$ cat src/hdl/bqd_pkg.sv
package bqd_pkg;

    // Fixed formats of the history, the coefficients and the gain.
    localparam int HIST_WIDTH         = 40;
    localparam int HIST_FRAC_BITS     = 8;
    localparam int COEF_WIDTH         = 25;
    localparam int GAIN_WIDTH         = 24;
    localparam int CFG_INDEX_WIDTH    = 3;
    localparam int CFG_DATA_WIDTH     = 25;
    localparam int DEF_SAMPLE_WIDTH   = 16;
    localparam int DEF_COEF_FRAC_BITS = 22;

    // Configuration register indexes.
    typedef enum logic [CFG_INDEX_WIDTH-1:0] {
        CFG_FEED_0 = 3'd0,
        CFG_FEED_1 = 3'd1,
        CFG_FEED_2 = 3'd2,
        CFG_BACK_1 = 3'd3,
        CFG_BACK_2 = 3'd4,
        CFG_GAIN   = 3'd5
    } cfg_reg_t;

    // Operand pairs of the shared multiplier.
    typedef enum logic [2:0] {
        MS_BACK1_H1,
        MS_BACK2_H2,
        MS_FEED1_H1,
        MS_FEED0_W,
        MS_FEED2_H2,
        MS_GAIN_Y
    } mul_sel_t;

    // Accumulator operations.
    typedef enum logic [2:0] {
        ACC_HOLD,
        ACC_LOAD_X,
        ACC_LOAD_P,
        ACC_ADD,
        ACC_SUB
    } acc_op_t;

    // Commands from the controller to the datapath.
    typedef struct packed {
        logic     take_sample;
        logic     mul_en;
        mul_sel_t mul_sel;
        acc_op_t  acc_op;
        logic     latch_w;
        logic     latch_y;
        logic     finish;
    } ctrl_cmd_t;

    // Current coefficient set.
    typedef struct packed {
        logic signed [COEF_WIDTH-1:0] feed_0;
        logic signed [COEF_WIDTH-1:0] feed_1;
        logic signed [COEF_WIDTH-1:0] feed_2;
        logic signed [COEF_WIDTH-1:0] back_1;
        logic signed [COEF_WIDTH-1:0] back_2;
        logic        [GAIN_WIDTH-1:0] gain;
    } coef_set_t;

endpackage

$ cat src/hdl/biquad_iir_filter_unit.sv
// Second-order IIR filter, direct form II, on one shared multiplier.
// Input channel s_: one signed sample per word, taken when s_valid and
// s_ready are both high. Result channel m_: the filtered, normalized and
// saturated sample plus an overflow flag, which is set when the history
// value or the output saturated for that sample.
// Configuration: cfg_wr_en writes cfg_wdata into the register selected by
// cfg_index (0..2 feed-forward, 3..4 feedback, 5 inverse gain); writes to
// other indexes are ignored. Write only while no sample is in flight.
// Sequence: one sample is in flight at a time; a new sample is taken only after
// the last one has reached the output register. The six products go one after
// another through the single multiplier, between accumulator steps and
// rounding steps.
// The result sits in an output register; the block takes the next sample
// while it waits. If m_ready stays low, the next sample finishes its
// arithmetic and then holds until the output register is drained.
// Reset (aresetn low, synchronous) clears both history values, empties the
// output register and loads a unity pass-through filter at unity gain.
module biquad_iir_filter_unit #(
    parameter int SAMPLE_WIDTH   = bqd_pkg::DEF_SAMPLE_WIDTH,
    parameter int COEF_FRAC_BITS = bqd_pkg::DEF_COEF_FRAC_BITS
) (
    input  logic                                aclk,
    input  logic                                aresetn,
    input  logic                                s_valid,
    output logic                                s_ready,
    input  logic signed [SAMPLE_WIDTH-1:0]      s_sample_in,
    output logic                                m_valid,
    input  logic                                m_ready,
    output logic signed [SAMPLE_WIDTH-1:0]      m_sample_out,
    output logic                                m_overflow,
    input  logic                                cfg_wr_en,
    input  logic [bqd_pkg::CFG_INDEX_WIDTH-1:0] cfg_index,
    input  logic [bqd_pkg::CFG_DATA_WIDTH-1:0]  cfg_wdata
);
    import bqd_pkg::*;

    coef_set_t coefs;
    ctrl_cmd_t cmd;

    // Coefficient registers.
    bqd_cfg_regs #(
        .COEF_FRAC_BITS(COEF_FRAC_BITS)
    ) u_cfg_regs (
        .aclk      (aclk),
        .aresetn   (aresetn),
        .cfg_wr_en (cfg_wr_en),
        .cfg_index (cfg_index),
        .cfg_wdata (cfg_wdata),
        .coefs     (coefs)
    );

    // Step sequencer and handshake control.
    bqd_ctrl u_ctrl (
        .aclk    (aclk),
        .aresetn (aresetn),
        .s_valid (s_valid),
        .s_ready (s_ready),
        .m_valid (m_valid),
        .m_ready (m_ready),
        .cmd     (cmd)
    );

    // Multiplier, accumulator, history and output register.
    bqd_datapath #(
        .SAMPLE_WIDTH  (SAMPLE_WIDTH),
        .COEF_FRAC_BITS(COEF_FRAC_BITS)
    ) u_datapath (
        .aclk       (aclk),
        .aresetn    (aresetn),
        .sample_in  (s_sample_in),
        .cmd        (cmd),
        .coefs      (coefs),
        .sample_out (m_sample_out),
        .overflow   (m_overflow)
    );

    // Only one sample is in flight at a time.
    a_one_in_flight: assert property (@(posedge aclk) disable iff (!aresetn)
        (s_valid && s_ready) |=> !s_ready)
        else $error("sample accepted while another is in flight");

    // Reset leaves the block ready with an empty output register.
    a_reset_state: assert property (@(posedge aclk)
        !aresetn |=> (s_ready && !m_valid))
        else $error("block not idle after reset");

    // Finishing a sample fills the output word and frees the input.
    a_finish_hands_over: assert property (@(posedge aclk) disable iff (!aresetn)
        cmd.finish |=> (s_ready && m_valid))
        else $error("finished sample did not reach the output register");

    // A sample is never taken while the sequencer is finishing another.
    a_no_take_on_finish: assert property (@(posedge aclk) disable iff (!aresetn)
        !(cmd.take_sample && cmd.finish))
        else $error("sample taken while finishing");

endmodule

$ cat src/hdl/bqd_cfg_regs.sv
module bqd_cfg_regs #(
    parameter int COEF_FRAC_BITS = bqd_pkg::DEF_COEF_FRAC_BITS
) (
    input  logic                                 aclk,
    input  logic                                 aresetn,
    input  logic                                 cfg_wr_en,
    input  logic [bqd_pkg::CFG_INDEX_WIDTH-1:0]  cfg_index,
    input  logic [bqd_pkg::CFG_DATA_WIDTH-1:0]   cfg_wdata,
    output bqd_pkg::coef_set_t                   coefs
);
    import bqd_pkg::*;

    // Unity in the coefficient and gain formats.
    localparam logic [COEF_WIDTH-1:0] UNITY_COEF = COEF_WIDTH'(64'd1 << COEF_FRAC_BITS);
    localparam logic [GAIN_WIDTH-1:0] UNITY_GAIN = GAIN_WIDTH'(64'd1 << COEF_FRAC_BITS);

    coef_set_t coefs_reg;
    coef_set_t coefs_next;

    // Decode the write; unknown indexes leave everything unchanged.
    always_comb begin
        coefs_next = coefs_reg;
        if (cfg_wr_en) begin
            unique case (cfg_index)
                CFG_FEED_0: coefs_next.feed_0 = $signed(cfg_wdata[COEF_WIDTH-1:0]);
                CFG_FEED_1: coefs_next.feed_1 = $signed(cfg_wdata[COEF_WIDTH-1:0]);
                CFG_FEED_2: coefs_next.feed_2 = $signed(cfg_wdata[COEF_WIDTH-1:0]);
                CFG_BACK_1: coefs_next.back_1 = $signed(cfg_wdata[COEF_WIDTH-1:0]);
                CFG_BACK_2: coefs_next.back_2 = $signed(cfg_wdata[COEF_WIDTH-1:0]);
                CFG_GAIN:   coefs_next.gain   = cfg_wdata[GAIN_WIDTH-1:0];
                default:    coefs_next = coefs_reg;
            endcase
        end
    end

    // Register file; reset gives a pass-through filter at unity gain.
    always_ff @(posedge aclk) begin
        if (!aresetn) begin
            coefs_reg.feed_0 <= $signed(UNITY_COEF);
            coefs_reg.feed_1 <= '0;
            coefs_reg.feed_2 <= '0;
            coefs_reg.back_1 <= '0;
            coefs_reg.back_2 <= '0;
            coefs_reg.gain   <= UNITY_GAIN;
        end else begin
            coefs_reg <= coefs_next;
        end
    end

    assign coefs = coefs_reg;

endmodule

$ cat src/hdl/bqd_ctrl.sv
module bqd_ctrl (
    input  logic                aclk,
    input  logic                aresetn,
    input  logic                s_valid,
    output logic                s_ready,
    output logic                m_valid,
    input  logic                m_ready,
    output bqd_pkg::ctrl_cmd_t  cmd
);
    import bqd_pkg::*;

    typedef enum logic [3:0] {
        ST_IDLE,
        ST_B1,
        ST_B2,
        ST_W0,
        ST_W,
        ST_F0,
        ST_F2,
        ST_Y0,
        ST_Y,
        ST_G,
        ST_OUT
    } state_t;

    state_t state_reg;
    state_t state_next;
    logic   out_valid_reg;
    logic   out_valid_next;
    logic   out_free;

    // The output register can take a new word when empty or being drained.
    assign out_free = !out_valid_reg || m_ready;

    // Step sequence: feedback sum, feed-forward sum, then gain.
    always_comb begin
        state_next      = state_reg;
        cmd             = '0;
        cmd.mul_sel     = MS_BACK1_H1;
        cmd.acc_op      = ACC_HOLD;
        unique case (state_reg)
            ST_IDLE: begin
                if (s_valid) begin
                    cmd.take_sample = 1'b1;
                    state_next      = ST_B1;
                end
            end
            ST_B1: begin
                cmd.mul_en  = 1'b1;
                cmd.mul_sel = MS_BACK1_H1;
                cmd.acc_op  = ACC_LOAD_X;
                state_next  = ST_B2;
            end
            ST_B2: begin
                cmd.mul_en  = 1'b1;
                cmd.mul_sel = MS_BACK2_H2;
                cmd.acc_op  = ACC_SUB;
                state_next  = ST_W0;
            end
            ST_W0: begin
                cmd.acc_op = ACC_SUB;
                state_next = ST_W;
            end
            ST_W: begin
                cmd.latch_w = 1'b1;
                cmd.mul_en  = 1'b1;
                cmd.mul_sel = MS_FEED1_H1;
                state_next  = ST_F0;
            end
            ST_F0: begin
                cmd.mul_en  = 1'b1;
                cmd.mul_sel = MS_FEED0_W;
                cmd.acc_op  = ACC_LOAD_P;
                state_next  = ST_F2;
            end
            ST_F2: begin
                cmd.mul_en  = 1'b1;
                cmd.mul_sel = MS_FEED2_H2;
                cmd.acc_op  = ACC_ADD;
                state_next  = ST_Y0;
            end
            ST_Y0: begin
                cmd.acc_op = ACC_ADD;
                state_next = ST_Y;
            end
            ST_Y: begin
                cmd.latch_y = 1'b1;
                state_next  = ST_G;
            end
            ST_G: begin
                cmd.mul_en  = 1'b1;
                cmd.mul_sel = MS_GAIN_Y;
                state_next  = ST_OUT;
            end
            ST_OUT: begin
                if (out_free) begin
                    cmd.finish = 1'b1;
                    state_next = ST_IDLE;
                end
            end
            default: state_next = ST_IDLE;
        endcase
    end

    // Output word valid flag.
    always_comb begin
        out_valid_next = out_valid_reg;
        priority if (cmd.finish) begin
            out_valid_next = 1'b1;
        end else if (m_ready) begin
            out_valid_next = 1'b0;
        end else begin
            out_valid_next = out_valid_reg;
        end
    end

    always_ff @(posedge aclk) begin
        if (!aresetn) begin
            state_reg     <= ST_IDLE;
            out_valid_reg <= 1'b0;
        end else begin
            state_reg     <= state_next;
            out_valid_reg <= out_valid_next;
        end
    end

    assign s_ready = (state_reg == ST_IDLE);
    assign m_valid = out_valid_reg;

endmodule

$ cat src/hdl/bqd_datapath.sv
module bqd_datapath #(
    parameter int SAMPLE_WIDTH   = bqd_pkg::DEF_SAMPLE_WIDTH,
    parameter int COEF_FRAC_BITS = bqd_pkg::DEF_COEF_FRAC_BITS
) (
    input  logic                           aclk,
    input  logic                           aresetn,
    input  logic signed [SAMPLE_WIDTH-1:0] sample_in,
    input  bqd_pkg::ctrl_cmd_t             cmd,
    input  bqd_pkg::coef_set_t             coefs,
    output logic signed [SAMPLE_WIDTH-1:0] sample_out,
    output logic                           overflow
);
    import bqd_pkg::*;

    // Width of the rounded feed-forward sum, before the gain.
    localparam int Y_W   = COEF_WIDTH + HIST_WIDTH + 2 - COEF_FRAC_BITS;
    localparam int MB_W  = (Y_W > HIST_WIDTH) ? Y_W : HIST_WIDTH;
    localparam int P_W   = COEF_WIDTH + MB_W;
    localparam int XS_W  = SAMPLE_WIDTH + HIST_FRAC_BITS + COEF_FRAC_BITS + 2;
    localparam int ACC_W = (P_W + 2 > XS_W) ? P_W + 2 : XS_W;
    localparam int OUT_SHIFT = COEF_FRAC_BITS + HIST_FRAC_BITS;
    localparam logic signed [ACC_W-1:0] HALF_ACC = ACC_W'(1) <<< (COEF_FRAC_BITS - 1);
    localparam logic signed [ACC_W-1:0] HALF_OUT = ACC_W'(1) <<< (OUT_SHIFT - 1);
    localparam logic signed [HIST_WIDTH-1:0] HIST_MAX = {1'b0, {(HIST_WIDTH-1){1'b1}}};
    localparam logic signed [HIST_WIDTH-1:0] HIST_MIN = {1'b1, {(HIST_WIDTH-1){1'b0}}};
    localparam logic signed [SAMPLE_WIDTH-1:0] SAMP_MAX = {1'b0, {(SAMPLE_WIDTH-1){1'b1}}};
    localparam logic signed [SAMPLE_WIDTH-1:0] SAMP_MIN = {1'b1, {(SAMPLE_WIDTH-1){1'b0}}};

    logic signed [SAMPLE_WIDTH-1:0] sample_reg;
    logic signed [HIST_WIDTH-1:0]   hist_one_reg;
    logic signed [HIST_WIDTH-1:0]   hist_two_reg;
    logic signed [HIST_WIDTH-1:0]   w_reg;
    logic signed [HIST_WIDTH-1:0]   w_next;
    logic                           w_ovf_reg;
    logic                           w_ovf_next;
    logic signed [Y_W-1:0]          y_reg;
    logic signed [P_W-1:0]          prod_reg;
    logic signed [ACC_W-1:0]        acc_reg;
    logic signed [ACC_W-1:0]        acc_next;
    logic signed [COEF_WIDTH-1:0]   mul_a;
    logic signed [MB_W-1:0]         mul_b;
    logic signed [ACC_W-1:0]        acc_rnd_sum;
    logic signed [ACC_W-1:0]        acc_shift;
    logic signed [ACC_W-1:0]        out_rnd_sum;
    logic signed [ACC_W-1:0]        out_shift;
    logic signed [SAMPLE_WIDTH-1:0] out_sample_next;
    logic                           out_ovf_next;
    logic signed [SAMPLE_WIDTH-1:0] out_sample_reg;
    logic                           out_ovf_reg;
    logic [ACC_W-HIST_WIDTH:0]      w_top;
    logic [ACC_W-SAMPLE_WIDTH:0]    o_top;

    // Operand selection for the shared multiplier.
    always_comb begin
        unique case (cmd.mul_sel)
            MS_BACK1_H1: begin
                mul_a = coefs.back_1;
                mul_b = MB_W'(hist_one_reg);
            end
            MS_BACK2_H2: begin
                mul_a = coefs.back_2;
                mul_b = MB_W'(hist_two_reg);
            end
            MS_FEED1_H1: begin
                mul_a = coefs.feed_1;
                mul_b = MB_W'(hist_one_reg);
            end
            MS_FEED0_W: begin
                mul_a = coefs.feed_0;
                mul_b = MB_W'(w_reg);
            end
            MS_FEED2_H2: begin
                mul_a = coefs.feed_2;
                mul_b = MB_W'(hist_two_reg);
            end
            MS_GAIN_Y: begin
                mul_a = COEF_WIDTH'($signed({1'b0, coefs.gain}));
                mul_b = MB_W'(y_reg);
            end
            default: begin
                mul_a = coefs.back_1;
                mul_b = MB_W'(hist_one_reg);
            end
        endcase
    end

    // Accumulator update.
    always_comb begin
        unique case (cmd.acc_op)
            ACC_HOLD:   acc_next = acc_reg;
            ACC_LOAD_X: acc_next = ACC_W'(sample_reg) <<< (COEF_FRAC_BITS + HIST_FRAC_BITS);
            ACC_LOAD_P: acc_next = ACC_W'(prod_reg);
            ACC_ADD:    acc_next = acc_reg + ACC_W'(prod_reg);
            ACC_SUB:    acc_next = acc_reg - ACC_W'(prod_reg);
            default:    acc_next = acc_reg;
        endcase
    end

    // Round half up and drop the coefficient fraction; saturate into history.
    always_comb begin
        acc_rnd_sum = acc_reg + HALF_ACC;
        acc_shift   = acc_rnd_sum >>> COEF_FRAC_BITS;
        w_top       = acc_shift[ACC_W-1:HIST_WIDTH-1];
        w_ovf_next  = !((&w_top) || !(|w_top));
        if (w_ovf_next) begin
            w_next = acc_shift[ACC_W-1] ? HIST_MIN : HIST_MAX;
        end else begin
            w_next = acc_shift[HIST_WIDTH-1:0];
        end
    end

    // Scale by the gain product, round, and saturate to the sample width.
    always_comb begin
        out_rnd_sum  = ACC_W'(prod_reg) + HALF_OUT;
        out_shift    = out_rnd_sum >>> OUT_SHIFT;
        o_top        = out_shift[ACC_W-1:SAMPLE_WIDTH-1];
        out_ovf_next = !((&o_top) || !(|o_top));
        if (out_ovf_next) begin
            out_sample_next = out_shift[ACC_W-1] ? SAMP_MIN : SAMP_MAX;
        end else begin
            out_sample_next = out_shift[SAMPLE_WIDTH-1:0];
        end
    end

    // Working registers.
    always_ff @(posedge aclk) begin
        if (cmd.take_sample) begin
            sample_reg <= sample_in;
        end
        if (cmd.mul_en) begin
            prod_reg <= mul_a * mul_b;
        end
        acc_reg <= acc_next;
        if (cmd.latch_w) begin
            w_reg <= w_next;
        end
        if (cmd.latch_y) begin
            y_reg <= acc_shift[Y_W-1:0];
        end
        if (cmd.finish) begin
            out_sample_reg <= out_sample_next;
            out_ovf_reg    <= out_ovf_next || w_ovf_reg;
        end
    end

    // Filter state and the history saturation flag.
    always_ff @(posedge aclk) begin
        if (!aresetn) begin
            hist_one_reg <= '0;
            hist_two_reg <= '0;
            w_ovf_reg    <= 1'b0;
        end else begin
            if (cmd.latch_w) begin
                w_ovf_reg <= w_ovf_next;
            end
            if (cmd.finish) begin
                hist_two_reg <= hist_one_reg;
                hist_one_reg <= w_reg;
            end
        end
    end

    assign sample_out = out_sample_reg;
    assign overflow   = out_ovf_reg;

endmodule
$ cat config.mk
export PLATFORM = sky130hd
export DESIGN_NAME = biquad_iir_filter_unit
export DESIGN_NICKNAME = d
export VERILOG_FILES = /design/src/hdl/bqd_pkg.sv /design/src/hdl/biquad_iir_filter_unit.sv /design/src/hdl/bqd_cfg_regs.sv /design/src/hdl/bqd_ctrl.sv /design/src/hdl/bqd_datapath.sv
export SDC_FILE = /design/constraint.sdc
export NUM_CORES = 2
export LEC_CHECK = 0
export BUFFER_PORTS_ARGS = -buffer_cell sky130_fd_sc_hd__buf_2
export CAP_MARGIN = 20
export CORE_UTILIZATION = 55
export DETAILED_ROUTE_END_ITERATION = 10
export PLACE_DENSITY = 0.75
export SLEW_MARGIN = 30
export SYNTH_ARGS = -nofsm -noshare
export SYNTH_HDL_FRONTEND = slang
export SYNTH_SLANG_ARGS = --single-unit
$ cat constraint.sdc
create_clock -name aclk -period 20.2 [get_ports aclk]
set_clock_uncertainty 0.15 [all_clocks]
set_input_delay 3.03 -clock aclk [delete_from_list [all_inputs] [get_ports aclk]]
set_output_delay 3.03 -clock aclk [all_outputs]
set_load 0.01 [all_outputs]
==> qor.yml <==
ys_seq_area_frac: 0.192
synth_top_area_frac: 0.344
vias: 52633
p_leak_nw: 30.7
cts_num_sinks: 495
htreeDepth: 2
totalWireLength_um: 200000
num_io_pins: 68
grt_usage: 0.335
irDropWorstVdd_mv: 0.131
yosys_register_bits: 495
clk_latency_ps: 630
pre_cts_ws_ps: 8600
synth.area.top_cells: "fa_1 34%, edfxtp_1 12%, nand2_1 8.2%"
synth-edff-count: 260
slowest_delay_ps: 780
regArea_um2: 12500
initial_utilization: 0.557
clock_path_buffers: 3
synth_top_cell_by_area: "fa_1"
globalplace.congestion: 0.974
cts_tree: "done"
core_area_um2: 117000
antenna_found_initial: 6
slowest_stage: "buf_4"
finalCriticalPeriod_ps: 11350
crit_path_frequent_cell: "fa_1"
cp_max_fo: 79
crit_type: "reg -> reg"
ant_nets: 0
max-slew-margin-rel: 0.292
fmax_ghz: 0.0881
finalHoldViolations: 0
ys.flop_type: "edfxtp_1"
cp-end-kind: "flip-flop"
grt_first_pass_wirelength_um: 310000
drv_cap: 0
post-route-util: 0.588
drtIter0Drc: 4699
post_drt_wl_per_cell_um: 22.9
dieWidth_um: 346
largest_reg_flops: 149
status: "complete, but fails checks"
cts_resized: 0
synth_area_um2: 65100
p_int_mw: 3.48
synth_compound_area_frac: 0.122
nets: 8584
nFillCells: 10026
switching_share: 0.511
async_flop_share: 0
synthAdderAreaFrac: 0.393
final_cells: 8726
avgSynthCellArea_um2: 8.88
clk_pin_slew_worst_paths_ps: 70
worst_slew_pin_slew_ps: 1050
slew_violations: 0
numCtsBuffers: 50
seqPwrFrac: 0.217
synth_top_family_by_area: "adder cells"
grt_setup_unrepaired: "false"
dieArea_um2: 120000
power.switching_mw: 3.64
grt_max_degree: 98
syn-num-nets: 8763
setup_viol: 0
p_clk_frac: 0.133
synthXorXnorAreaFrac: 0.0366
hold_class: "reg -> reg"
numPortBuffers: 67
combPwrFrac: 0.649
tns_ps: 0
worstSetupStartpointType: "flip-flop"
postCtsSetupRepairBufs: 0
worstPathArrival_ps: 11540
grt_pass1_vias: 54544
post-dp-hpwl_um: 150000
netlist_instances: 7338
grt_overflow: 0
violations: "DRC"
cts-root-buf: "clkbuf_16"
ys_types: 102
fin_crit_sh: 0.562
cp.required_ps: 20400
yosys_warnings: 0
setup_ws_ps: 8850
multi_input_area_um2: 47000
drc_errors: 2
synth_mux_area_frac: 0.00328
rows: 125
hold_buffers: 0
firstDrtPassIters: 11
synth-simple-area-share: 0.160
p_per_area_nw_per_um2: 104
dp_cells: 8628
fin_area_um2: 68700
area_delta_synth_final_pct: 5.42
drive_above_1_share: 0.0564
vias_per_cell: 6.03
dieHeight_um: 346
yosysMostFrequentCell: "nand2_1"
placed_area_um2: 66900
synthTopCellsByCount: "1423 x nand2_1, 1142 x inv_1, 1119 x fa_1"
-- cell type report --
| class | instances | share of cell area |
|---|---|---|
| Clock inverter | 25 | 0.00415 |
| Sequential cell | 495 | 0.182 |
| Tap cell | 1524 | 0.0278 |
| Antenna cell | 2 | 0.0000729 |
| Multi-Input combinational cell | 5274 | 0.684 |
| Timing Repair Buffer | 194 | 0.0197 |
| Clock buffer | 68 | 0.0196 |
| Inverter | 1144 | 0.0626 |
-- per-stage QoR --
stage	hold slack (ps)	total power [mW]
5_1_grt	331	7.58
3_3_place_gp	299	6.01
6_report	315	7.12
4_1_cts	314	7.05
3_5_place_dp	305	6.08
2_1_floorplan	289	4.64
-- worst max-delay path, delay by kind of cell, from the launching register on --
family	cells	cell delay (ps)
AOI/OAI and AO/OA	11	2570
xor gates and xnor gates	1	110
adders and majority gates	8	4300
buffers and inverters	10	2200
DFF	1	660
and+or+nand+nor	4	1000
-- power groups by stage --
stage          Sequential [mW]  Combinational (mW)  Clock, mW
2_1_floorplan             1.38                3.26          0
3_3_place_gp              1.55                4.46          0
3_5_place_dp              1.56                4.52          0
4_1_cts                   1.53                4.56      0.959
5_1_grt                   1.55                5.03       1.00
6_report                  1.54                4.62      0.950
-- per-layer routing --
| layer | vias to the layer above | share of wire | global-route usage | routed length [um] |
|---|---|---|---|---|
| met3 | 835 | 0.10 | 0.0783 | 19900 |
| met2 | 2732 | 0.47 | 0.552 | 94600 |
| met5 | - | 0.00030 | 0 | 59 |
| li1 | 22860 | - | - | - |
| met4 | 10 | 0.073 | 0.211 | 14500 |
| met1 | 26196 | 0.35 | 0.396 | 70600 |
-- cells in the final DEF (no fill, tap or decap), drive strengths merged, types with 12 or more instances in the layout --
cell and instances:
a221oi 30, or2 28, a211oi 21, o21a 63
clkbuf 68, and4 14, a31oi 26, fa 1119
xor2 98, a21oi 228, edfxtp 260, nor3 77
o211ai 14, nor4 27, ha 257, mux2i 18
inv 1146, o31ai 30, a21o 122, clkinv 16
o21bai 22, a22oi 37, nand4 52, and3 40
a221o 12, nor2 575, dfxtp 235, a21boi 234
a222oi 39, nand2 1423, nor2b 29, nand3 73
xnor2 174, and2 27, nand2b 40, o21ai 190
buf 194
-- final timing paths --
path / startpoint / end / slack [ps] / cells past startpoint
min: u_cfg_regs.coefs[23] / u_cfg_regs.coefs[23] / 310 / 2
max: u_ctrl.state_reg[0] / u_datapath.prod_reg[62] / 8850 / 34
max reg2reg: u_ctrl.state_reg[0] / u_datapath.prod_reg[62] / 8850 / 34
min reg2reg: u_cfg_regs.coefs[23] / u_cfg_regs.coefs[23] / 310 / 2
-- cell families (layout without fill, tap and decap cells) --
| kind of cell | count (synthesis) | after routing |
|---|---|---|
| adders and majority gates | 1376 | 1376 |
| buffers and inverters | 1569 | 1431 |
| xor gates and xnor gates | 272 | 272 |
| AOI/OAI and AO/OA | 1151 | 1151 |
| DFF | 495 | 495 |
| and+or+nand+nor | 2454 | 2454 |
| other | 0 | 2 |
| muxes | 21 | 21 |
Power figures use the tool's default switching activity.
